$ cat src/tpls_pkg.sv
`timescale 1ns / 1ps
// shared types, codes and constants of the thermal print line sequencer
// no dependencies

package tpls_pkg;

  localparam int unsigned CfgIdxW = 8;
  localparam int unsigned CfgDataW = 8;

  // configuration register indexes
  localparam logic [CfgIdxW-1:0] CFG_ROWS_IN_BAND = 8'd0;
  localparam logic [CfgIdxW-1:0] CFG_BYTES_PER_ROW = 8'd1;

  localparam logic [7:0] ROWS_IN_BAND_RST = 8'd28;
  localparam logic [7:0] BYTES_PER_ROW_RST = 8'd48;
  localparam logic [7:0] ROW_PTR_MAX = 8'd255;
  localparam logic [1:0] MOTOR_STEPS = 2'd2;

  typedef enum logic [1:0] {
    MODE_TICK  = 2'd0,
    MODE_START = 2'd1,
    MODE_STOP  = 2'd2,
    MODE_NOP   = 2'd3
  } mode_e;

  typedef enum logic [2:0] {
    CMD_NONE = 3'd0,
    CMD_TEMP = 3'd1,
    CMD_STEP = 3'd2,
    CMD_ROW  = 3'd3,
    CMD_OFF  = 3'd4,
    CMD_PWR  = 3'd5
  } cmd_e;

  typedef enum logic [1:0] {
    ST_IDLE    = 2'd0,
    ST_BUSY    = 2'd1,
    ST_NOPAPER = 2'd2,
    ST_HOT     = 2'd3
  } status_e;

  // sequence step codes
  localparam logic [3:0] SEQ_STEP0  = 4'd0;
  localparam logic [3:0] SEQ_WAIT0  = 4'd1;
  localparam logic [3:0] SEQ_STEP2  = 4'd2;
  localparam logic [3:0] SEQ_WAIT2  = 4'd3;
  localparam logic [3:0] SEQ_ROW_A  = 4'd4;
  localparam logic [3:0] SEQ_HEAT_A = 4'd5;
  localparam logic [3:0] SEQ_STEP4  = 4'd6;
  localparam logic [3:0] SEQ_WAIT4  = 4'd7;
  localparam logic [3:0] SEQ_STEP6  = 4'd8;
  localparam logic [3:0] SEQ_WAIT6  = 4'd9;
  localparam logic [3:0] SEQ_ROW_B  = 4'd10;
  localparam logic [3:0] SEQ_HEAT_B = 4'd11;
  localparam logic [3:0] SEQ_CHECK  = 4'd12;
  localparam logic [3:0] SEQ_DONE   = 4'd14;

  localparam logic [2:0] PHASE_0 = 3'd0;
  localparam logic [2:0] PHASE_2 = 3'd2;
  localparam logic [2:0] PHASE_4 = 3'd4;
  localparam logic [2:0] PHASE_6 = 3'd6;

  typedef struct packed {
    logic [1:0] mode;
    logic       too_hot;
    logic       paper_present;
    logic       temp_detect_done;
    logic       motor_step_done;
    logic       heat_done;
  } req_t;

  typedef struct packed {
    logic [2:0]  command;
    logic [2:0]  motor_phase;
    logic [1:0]  motor_count;
    logic [7:0]  row_index;
    logic [15:0] row_offset;
    logic [7:0]  row_bytes;
    logic [1:0]  status;
    logic        accepted;
  } rsp_t;

  typedef struct packed {
    logic [7:0] rows_in_band;
    logic [7:0] bytes_per_row;
  } cfg_t;

  typedef struct packed {
    logic [1:0] printer_state;
    logic       running;
    logic [3:0] seq_step;
    logic [7:0] row_pointer;
  } seq_state_t;

endpackage

$ cat src/tpls_if.sv
`timescale 1ns / 1ps
// valid/ready channel interfaces: print requests, results and register writes
// depends on tpls_pkg for widths

interface tpls_req_if;
  logic       valid;
  logic       ready;
  logic [1:0] mode;
  logic       too_hot;
  logic       paper_present;
  logic       temp_detect_done;
  logic       motor_step_done;
  logic       heat_done;

  modport source (output valid, mode, too_hot, paper_present, temp_detect_done,
                  motor_step_done, heat_done, input ready);
  modport sink (input valid, mode, too_hot, paper_present, temp_detect_done,
                motor_step_done, heat_done, output ready);
endinterface

interface tpls_rsp_if;
  logic        valid;
  logic        ready;
  logic [2:0]  command;
  logic [2:0]  motor_phase;
  logic [1:0]  motor_count;
  logic [7:0]  row_index;
  logic [15:0] row_offset;
  logic [7:0]  row_bytes;
  logic [1:0]  status;
  logic        accepted;

  modport source (output valid, command, motor_phase, motor_count, row_index,
                  row_offset, row_bytes, status, accepted, input ready);
  modport sink (input valid, command, motor_phase, motor_count, row_index,
                row_offset, row_bytes, status, accepted, output ready);
  modport mon (input valid, ready, command, motor_phase, motor_count, row_index,
               row_offset, row_bytes, status, accepted);
endinterface

interface tpls_cfg_if;
  logic                         valid;
  logic                         ready;
  logic [tpls_pkg::CfgIdxW-1:0]  index;
  logic [tpls_pkg::CfgDataW-1:0] data;

  modport source (output valid, index, data, input ready);
  modport sink (input valid, index, data, output ready);
endinterface

$ cat src/thermal_print_line_sequencer.sv
`timescale 1ns / 1ps
// top level of the thermal print line sequencer: state, registers, result register
// depends on tpls_pkg, tpls_if and tpls_step
//
// Usage:
//   req_i carries one event per request: a tick, start, stop or NOP, together with
//   the head sensor and done flags. rsp_o returns exactly one result per request:
//   the command for the head (temp detect, motor step, row write and heat, all
//   off, power on), its arguments and the refreshed status. cfg_i writes
//   rows_in_band (index 0) and bytes_per_row (index 1); other indexes are ignored.
//   Write registers only while no request is in flight.
//
//   A request accepted at one clock edge shows its result on rsp_o right
//   after that edge. Throughput: one request per cycle while rsp_o is not stalled;
//   all work is a single pass through the step logic into the result register.
//   Stall: while a result waits on rsp_o, req_i.ready follows rsp_o.ready, so a new
//   request is taken in the same cycle the waiting result leaves.
//   Reset: the sequencer goes idle and stopped, row 0, step 0; rows_in_band = 28,
//   bytes_per_row = 48; no result is pending. cfg_i is always ready.

module thermal_print_line_sequencer (
  input  logic       clk_i,
  input  logic       rst_ni,
  tpls_req_if.sink   req_i,
  tpls_rsp_if.source rsp_o,
  tpls_cfg_if.sink   cfg_i
);
  import tpls_pkg::*;

  seq_state_t state_q, state_d;
  cfg_t       cfg_q;
  rsp_t       rsp_q, rsp_d;
  logic       rsp_valid_q;
  req_t       req;
  logic       req_fire;

  assign req = '{mode:             req_i.mode,
                 too_hot:          req_i.too_hot,
                 paper_present:    req_i.paper_present,
                 temp_detect_done: req_i.temp_detect_done,
                 motor_step_done:  req_i.motor_step_done,
                 heat_done:        req_i.heat_done};

  assign req_i.ready = !rsp_valid_q || rsp_o.ready;
  assign req_fire    = req_i.valid && req_i.ready;
  assign cfg_i.ready = 1'b1;

  tpls_step u_step (
    .state_i (state_q),
    .req_i   (req),
    .cfg_i   (cfg_q),
    .state_o (state_d),
    .rsp_o   (rsp_d)
  );

  always_ff @(posedge clk_i or negedge rst_ni) begin
    if (!rst_ni) begin
      state_q     <= '0;
      rsp_valid_q <= 1'b0;
      cfg_q       <= '{rows_in_band: ROWS_IN_BAND_RST, bytes_per_row: BYTES_PER_ROW_RST};
    end else begin
      if (req_fire) begin
        state_q <= state_d;
      end
      if (req_fire) begin
        rsp_valid_q <= 1'b1;
      end else if (rsp_o.ready) begin
        rsp_valid_q <= 1'b0;
      end
      if (cfg_i.valid) begin
        case (cfg_i.index)
          CFG_ROWS_IN_BAND:  cfg_q.rows_in_band  <= cfg_i.data;
          CFG_BYTES_PER_ROW: cfg_q.bytes_per_row <= cfg_i.data;
          default: begin
          end
        endcase
      end
    end
  end

  always_ff @(posedge clk_i) begin
    if (req_fire) begin
      rsp_q <= rsp_d;
    end
  end

  assign rsp_o.valid       = rsp_valid_q;
  assign rsp_o.command     = rsp_q.command;
  assign rsp_o.motor_phase = rsp_q.motor_phase;
  assign rsp_o.motor_count = rsp_q.motor_count;
  assign rsp_o.row_index   = rsp_q.row_index;
  assign rsp_o.row_offset  = rsp_q.row_offset;
  assign rsp_o.row_bytes   = rsp_q.row_bytes;
  assign rsp_o.status      = rsp_q.status;
  assign rsp_o.accepted    = rsp_q.accepted;

endmodule

$ cat src/tpls_step.sv
`timescale 1ns / 1ps
// next-state and result logic for one request of the print line sequencer
// depends on tpls_pkg

module tpls_step (
  input  tpls_pkg::seq_state_t state_i,
  input  tpls_pkg::req_t       req_i,
  input  tpls_pkg::cfg_t       cfg_i,
  output tpls_pkg::seq_state_t state_o,
  output tpls_pkg::rsp_t       rsp_o
);
  import tpls_pkg::*;

  seq_state_t nxt;
  rsp_t       rsp;
  logic [15:0] offset;
  logic        band_end;

  assign offset   = {8'd0, state_i.row_pointer} * {8'd0, cfg_i.bytes_per_row};
  assign band_end = state_i.row_pointer >= cfg_i.rows_in_band;

  always_comb begin
    nxt = state_i;
    rsp = '0;

    case (req_i.mode)
      MODE_START: begin
        if (req_i.too_hot) begin
          nxt.printer_state = ST_HOT;
        end else if (!req_i.paper_present) begin
          nxt.printer_state = ST_NOPAPER;
        end else begin
          nxt.printer_state = ST_BUSY;
          nxt.running       = 1'b1;
          nxt.seq_step      = SEQ_STEP0;
          nxt.row_pointer   = '0;
          rsp.command       = CMD_PWR;
          rsp.accepted      = 1'b1;
        end
      end
      MODE_STOP: begin
        nxt          = '0;
        rsp.command  = CMD_OFF;
        rsp.accepted = 1'b1;
      end
      MODE_TICK: begin
        if (state_i.running) begin
          if (!req_i.temp_detect_done) begin
            rsp.command = CMD_TEMP;
          end else begin
            case (state_i.seq_step)
              SEQ_STEP0, SEQ_STEP2, SEQ_STEP4, SEQ_STEP6: begin
                rsp.command     = CMD_STEP;
                rsp.motor_count = MOTOR_STEPS;
                case (state_i.seq_step)
                  SEQ_STEP0: rsp.motor_phase = PHASE_0;
                  SEQ_STEP2: rsp.motor_phase = PHASE_2;
                  SEQ_STEP4: rsp.motor_phase = PHASE_4;
                  default:   rsp.motor_phase = PHASE_6;
                endcase
                nxt.seq_step = state_i.seq_step + 4'd1;
              end
              SEQ_WAIT0, SEQ_WAIT2, SEQ_WAIT4, SEQ_WAIT6: begin
                if (req_i.motor_step_done) begin
                  nxt.seq_step = state_i.seq_step + 4'd1;
                end
              end
              SEQ_HEAT_A, SEQ_HEAT_B: begin
                if (req_i.heat_done) begin
                  nxt.seq_step = state_i.seq_step + 4'd1;
                end
              end
              SEQ_ROW_A, SEQ_ROW_B: begin
                // second write is skipped once the band is complete
                if (state_i.seq_step == SEQ_ROW_B && band_end) begin
                  nxt.seq_step = SEQ_CHECK;
                end else begin
                  rsp.command    = CMD_ROW;
                  rsp.row_index  = state_i.row_pointer;
                  rsp.row_offset = offset;
                  rsp.row_bytes  = cfg_i.bytes_per_row;
                  if (state_i.row_pointer != ROW_PTR_MAX) begin
                    nxt.row_pointer = state_i.row_pointer + 8'd1;
                  end
                  nxt.seq_step = state_i.seq_step + 4'd1;
                end
              end
              SEQ_CHECK: begin
                nxt.seq_step = band_end ? SEQ_DONE : SEQ_STEP0;
              end
              default: begin
                nxt         = '0;
                rsp.command = CMD_OFF;
              end
            endcase
          end
        end
      end
      default: begin
      end
    endcase

    // status refresh from the sensor flags
    if (req_i.too_hot) begin
      nxt.printer_state = ST_HOT;
    end else if (nxt.printer_state == ST_HOT) begin
      nxt.printer_state = ST_IDLE;
    end
    if (!req_i.paper_present) begin
      nxt.printer_state = ST_NOPAPER;
    end else if (nxt.printer_state == ST_NOPAPER) begin
      nxt.printer_state = ST_IDLE;
    end
    rsp.status = nxt.printer_state;
  end

  assign state_o = nxt;
  assign rsp_o   = rsp;

endmodule

$ cat src/flat_wrapper.sv
// flat-port wrapper written by rule: the top's interface ports become plain ports
module thermal_print_line_sequencer_flat import tpls_pkg::*;
  (clk_i, rst_ni, req_i_valid, req_i_mode, req_i_too_hot, req_i_paper_present, req_i_temp_detect_done, req_i_motor_step_done, req_i_heat_done, req_i_ready, rsp_o_valid, rsp_o_command, rsp_o_motor_phase, rsp_o_motor_count, rsp_o_row_index, rsp_o_row_offset, rsp_o_row_bytes, rsp_o_status, rsp_o_accepted, rsp_o_ready, cfg_i_valid, cfg_i_index, cfg_i_data, cfg_i_ready);
  tpls_req_if req_i_i ();
  tpls_rsp_if rsp_o_i ();
  tpls_cfg_if cfg_i_i ();
  input  logic clk_i;
  input  logic rst_ni;
  input wire logic [$bits(req_i_i.valid)-1:0] req_i_valid;
  input wire logic [$bits(req_i_i.mode)-1:0] req_i_mode;
  input wire logic [$bits(req_i_i.too_hot)-1:0] req_i_too_hot;
  input wire logic [$bits(req_i_i.paper_present)-1:0] req_i_paper_present;
  input wire logic [$bits(req_i_i.temp_detect_done)-1:0] req_i_temp_detect_done;
  input wire logic [$bits(req_i_i.motor_step_done)-1:0] req_i_motor_step_done;
  input wire logic [$bits(req_i_i.heat_done)-1:0] req_i_heat_done;
  output wire logic [$bits(req_i_i.ready)-1:0] req_i_ready;
  output wire logic [$bits(rsp_o_i.valid)-1:0] rsp_o_valid;
  output wire logic [$bits(rsp_o_i.command)-1:0] rsp_o_command;
  output wire logic [$bits(rsp_o_i.motor_phase)-1:0] rsp_o_motor_phase;
  output wire logic [$bits(rsp_o_i.motor_count)-1:0] rsp_o_motor_count;
  output wire logic [$bits(rsp_o_i.row_index)-1:0] rsp_o_row_index;
  output wire logic [$bits(rsp_o_i.row_offset)-1:0] rsp_o_row_offset;
  output wire logic [$bits(rsp_o_i.row_bytes)-1:0] rsp_o_row_bytes;
  output wire logic [$bits(rsp_o_i.status)-1:0] rsp_o_status;
  output wire logic [$bits(rsp_o_i.accepted)-1:0] rsp_o_accepted;
  input wire logic [$bits(rsp_o_i.ready)-1:0] rsp_o_ready;
  input wire logic [$bits(cfg_i_i.valid)-1:0] cfg_i_valid;
  input wire logic [$bits(cfg_i_i.index)-1:0] cfg_i_index;
  input wire logic [$bits(cfg_i_i.data)-1:0] cfg_i_data;
  output wire logic [$bits(cfg_i_i.ready)-1:0] cfg_i_ready;
  assign req_i_i.valid = req_i_valid;
  assign req_i_i.mode = req_i_mode;
  assign req_i_i.too_hot = req_i_too_hot;
  assign req_i_i.paper_present = req_i_paper_present;
  assign req_i_i.temp_detect_done = req_i_temp_detect_done;
  assign req_i_i.motor_step_done = req_i_motor_step_done;
  assign req_i_i.heat_done = req_i_heat_done;
  assign req_i_ready = req_i_i.ready;
  assign rsp_o_valid = rsp_o_i.valid;
  assign rsp_o_command = rsp_o_i.command;
  assign rsp_o_motor_phase = rsp_o_i.motor_phase;
  assign rsp_o_motor_count = rsp_o_i.motor_count;
  assign rsp_o_row_index = rsp_o_i.row_index;
  assign rsp_o_row_offset = rsp_o_i.row_offset;
  assign rsp_o_row_bytes = rsp_o_i.row_bytes;
  assign rsp_o_status = rsp_o_i.status;
  assign rsp_o_accepted = rsp_o_i.accepted;
  assign rsp_o_i.ready = rsp_o_ready;
  assign cfg_i_i.valid = cfg_i_valid;
  assign cfg_i_i.index = cfg_i_index;
  assign cfg_i_i.data = cfg_i_data;
  assign cfg_i_ready = cfg_i_i.ready;
  thermal_print_line_sequencer u_core (.clk_i(clk_i), .rst_ni(rst_ni), .req_i(req_i_i), .rsp_o(rsp_o_i), .cfg_i(cfg_i_i));
endmodule
$ cat config.mk
export PLATFORM = sky130hd
export DESIGN_NAME = thermal_print_line_sequencer_flat
export DESIGN_NICKNAME = d
export VERILOG_FILES = /design/src/tpls_pkg.sv /design/src/tpls_if.sv /design/src/thermal_print_line_sequencer.sv /design/src/tpls_step.sv /design/src/flat_wrapper.sv
export SDC_FILE = /design/constraint.sdc
export NUM_CORES = 1
export LEC_CHECK = 0
export BUFFER_PORTS_ARGS = -buffer_cell sky130_fd_sc_hd__buf_2
export CAP_MARGIN = 30
export CELL_PAD_IN_SITES_DETAIL_PLACEMENT = 1
export CELL_PAD_IN_SITES_GLOBAL_PLACEMENT = 2
export CORE_ASPECT_RATIO = 0.5
export CORE_MARGIN = 5
export CORE_UTILIZATION = 39
export CTS_BUF_LIST = sky130_fd_sc_hd__clkbuf_8
export DETAILED_ROUTE_END_ITERATION = 16
export PLACE_DENSITY = 0.95
export SETUP_SLACK_MARGIN = 0.05
export SYNTH_ARGS = -nofsm -noshare
export SYNTH_HDL_FRONTEND = slang
export SYNTH_SLANG_ARGS = --single-unit
$ cat constraint.sdc
create_clock -name clk_i -period 5.5 [get_ports clk_i]
set_input_delay 0.275 -clock clk_i [delete_from_list [all_inputs] [get_ports clk_i]]
set_output_delay 0.275 -clock clk_i [all_outputs]
set_load 0.01 [all_outputs]
==> impl_metrics.csv <==
group,metric,value,unit
outcome,status,"finished clean",
sta,worst_pin_slew,818,ps
pwr,ir_drop,89.8,uV
worst_setup_path,cp_max_fo,14,
cts,clock-sinks,73,
routing,dr_wl_met3,443,um
routing,highest_layer,"met4",
pwr,p_total,1.18,mW
logic_synthesis,yosys.area.top_type,"edfxtp_1",
sta,final.setup_skew,19.4,ps
floorplan,fp.dieW,180,um
global_routing,grt_pass1_vias,4634,
sta,timing.final.crit_share,0.888,
cts,clk_path_buf_depth,2,
floorplan,coreArea,14400,um2
cts,cts_root_buf,"clkbuf_8",
worst_setup_path,max_stage_delay,650,ps
sta,finalSetupTns,0,ps
logic_synthesis,ys_warn_count,0,
worst_setup_path,cpMostUsedCell,"fa_1",
floorplan,io-pin-count,74,
sta,setup_viol,0,
worst_setup_path,reg2reg_slack,610,ps
cts,ctsHtreeMaxLevel,3,
logic_synthesis,synth_most_common_cell,"and2_1",
cells_and_area,fin_nets,743,
logic_synthesis,syn_area,5660,um2
routing,firstDrtPassIters,5,
placement,portBuffers,70,
sta,fin_crit,4890,ps
logic_synthesis,synth_cells,563,
cells_and_area,diodes,0,
cts,post_cts_buffers,0,
sta,finalHoldViolCount,0,
sta,finalMaxSlewViolations,0,
cells_and_area,fin_area,6390,um2
placement,pre_cts_ws,651,ps
cells_and_area,layout.cells.non_filler,829,
cts,holdBufCountCts,1,
sta,relSlewSlack,0.453,
routing,postRouteAntennaNets,0,
logic_synthesis,yosys_most_used_dff,"edfxtp_1",
routing,drc,0,
sta,fin_ws,613,ps
worst_setup_path,cp_cell_sequence,"and2_1 -> fa_1 -> fa_1 -> fa_1 -> inv_1 -> fa_1 -> inv_1 -> ha_1 -> or2_2 -> a21oi_1 -> a211oi_1 -> o211a_1 -> or3_1 -> a21oi_1",
worst_setup_path,crit_path_end_kind,"register",
cells_and_area,multiInputGateArea,3260,um2
logic_synthesis,synth_area_leaders,"edfxtp_1 (22%), fa_1 (13%), dfrtp_1 (12%)",
worst_setup_path,cp.arrival,5140,ps
cells_and_area,final_util,0.445,
cts,cts_resized,0,
cells_and_area,nFillCells,1668,
worst_setup_path,required,5750,ps
routing,avgViaCountPerCell,5.07,
worst_setup_path,critical_path_class,"reg2reg",
sta,clock.fmax,205,MHz
routing,drt-initial-drc-count,197,
routing,vias,4204,
cells_and_area,drive_gt1_frac,0.177,
cells_and_area,regArea,2040,um2
logic_synthesis,ys_async_sr_fraction,0.438,
placement,place_area,6170,um2
cts,clk_pin_slew,100,ps
routing,dr_wl_met2,6800,um
sta,holdWs,117,ps
cts,clk_latency,390,ps
worst_setup_path,path_delay_family,"adder cells",
logic_synthesis,ys_ff_latch,73,
global_routing,grt_use_total,0.169,
global_routing,antenna_found_initial,0,
floorplan,row_count,31,
floorplan,die_y,95.2,um
global_routing,gr-total-overflow,0,
pwr,leakage,3.11,nW
placement,place_congestion,0.859,
routing,wl_per_cell,16.6,um
cts,cts_tree,"built",
global_routing,grt_pass1_wl,23300,um
worst_setup_path,cp_slowest_cell,"dfrtp_1",
routing,routed_wl,13800,um
placement,place_inst,812,
worst_setup_path,critPathBufInv,2,
placement,hpwl,10500,um
sta,rsz0062_at_grt,"false",
floorplan,start_util,0.395,
logic_synthesis,yosysSeqAreaShare,0.360,
routing,wl_met1,6420,um
cts,cts_made_buffers,9,
min_path,hold_path.class,"in2reg",
logic_synthesis,synth_edf_count,41,
logic_synthesis,synth.distinct_cells,58,
logic_synthesis,ys_top_cells_by_count,"and2_1 (71), inv_1 (69), ha_1 (53), edfxtp_1 (41), fa_1 (36)",
worst_setup_path,critPathLaunchType,"register",
cells_and_area,areaGrowthSynthToFinish,12.9,%
floorplan,die_area,17200,um2
flow_run,max_cap_viol_count,0,
pwr,power_density,185,nW/um2
logic_synthesis,synth_top_area_share,0.217,
global_routing,grt_max_degree,41,
logic_synthesis,syn_area_per_cell,10.1,um2
state kept, by name, indices dropped and copies added (netlist names), 2 cells and up:
name	count
u_core.cfg_q	16
u_core.rsp_o.motor_phase	2
u_core.rsp_o.command	3
u_core.rsp_o.row_offset	16
u_core.rsp_o.status	2
u_core.rsp_o.row_index	8
u_core.state_q	15
u_core.rsp_o.row_bytes	8
placed cells by master (no fill, tap or decap), types with 3 or more instances in the layout:
| cell | n |
|---|---|
| and2_1 | 71 |
| buf_2 | 70 |
| inv_1 | 69 |
| ha_1 | 53 |
| edfxtp_1 | 41 |
| fa_1 | 36 |
| nand2_1 | 35 |
| o21ai_0 | 32 |
| dfrtp_1 | 27 |
| nor2_1 | 26 |
| a21oi_1 | 14 |
| nand3_1 | 13 |
| o31ai_1 | 12 |
| mux2_2 | 10 |
| nand2b_1 | 9 |
| clkbuf_8 | 9 |
| nor3_1 | 8 |
| a211oi_1 | 7 |
| nor2b_1 | 6 |
| and3_1 | 6 |
| a21o_1 | 5 |
| o21a_1 | 5 |
| a31oi_1 | 5 |
| dfstp_2 | 5 |
| or3_1 | 4 |
| xor2_1 | 3 |
| conb_1 | 3 |
| inv_6 | 3 |
worst paths after layout:
check / depth (start not counted) / from / endpoint
worst max-delay path: 14 / u_core.state_q[4]$_DFFE_PN0P_ / u_core.rsp_o.row_offset[15]$_SDFFCE_PP0P_
worst min-delay path: 2 / req_i_valid / u_core.rsp_o.valid$_DFFE_PN0P_
worst max register to register: 14 / u_core.state_q[4]$_DFFE_PN0P_ / u_core.rsp_o.row_offset[15]$_SDFFCE_PP0P_
worst min register to register: 1 / u_core.cfg_q[8]$_DFFE_PN0P_ / u_core.cfg_q[8]$_DFFE_PN0P_
max in group asynchronous: 2 / rst_ni / u_core.cfg_q[15]$_DFFE_PN0P_
min in group asynchronous: 2 / rst_ni / u_core.cfg_q[8]$_DFFE_PN0P_
kinds of logic (layout without fill, tap and decap cells):
kind of cell	Yosys count	after routing	share of synthesized area
adder cells (fa/ha/maj)	89	89	0.244
AO/OA/AOI/OAI	98	98	0.113
other	2	3	0.00133
multiplexers	11	11	0.0217
XOR/XNOR	5	5	0.00774
flip-flops	73	73	0.360
buffers and inverters	91	158	0.0643
AND/OR/NAND/NOR	194	194	0.187
report_power, final:
group	leakage (nW)	internal (mW)	total, mW	switching [mW]
clock network	0.103	0.218	0.467	0.248
logic	2.20	0.0344	0.0918	0.0574
registers	0.811	0.605	0.621	0.0158
area by class of cell:
| cell class | instances | share of cell area |
|---|---|---|
| Clock buffer | 9 | 0.0194 |
| Clock inverter | 7 | 0.0131 |
| Inverter | 69 | 0.0405 |
| Multi-Input combinational cell | 400 | 0.511 |
| Sequential cell | 73 | 0.319 |
| Tap cell | 198 | 0.0388 |
| Timing Repair Buffer | 73 | 0.0587 |
routing by layer:
metal | track usage | vias up
met5 | 0 | -
met2 | 0.297 | 53
li1 | - | 2036
met1 | 0.218 | 2107
met3 | 0.0385 | 8
met4 | 0.0346 | 0
No activity file was read; power rests on OpenSTA's default activity.
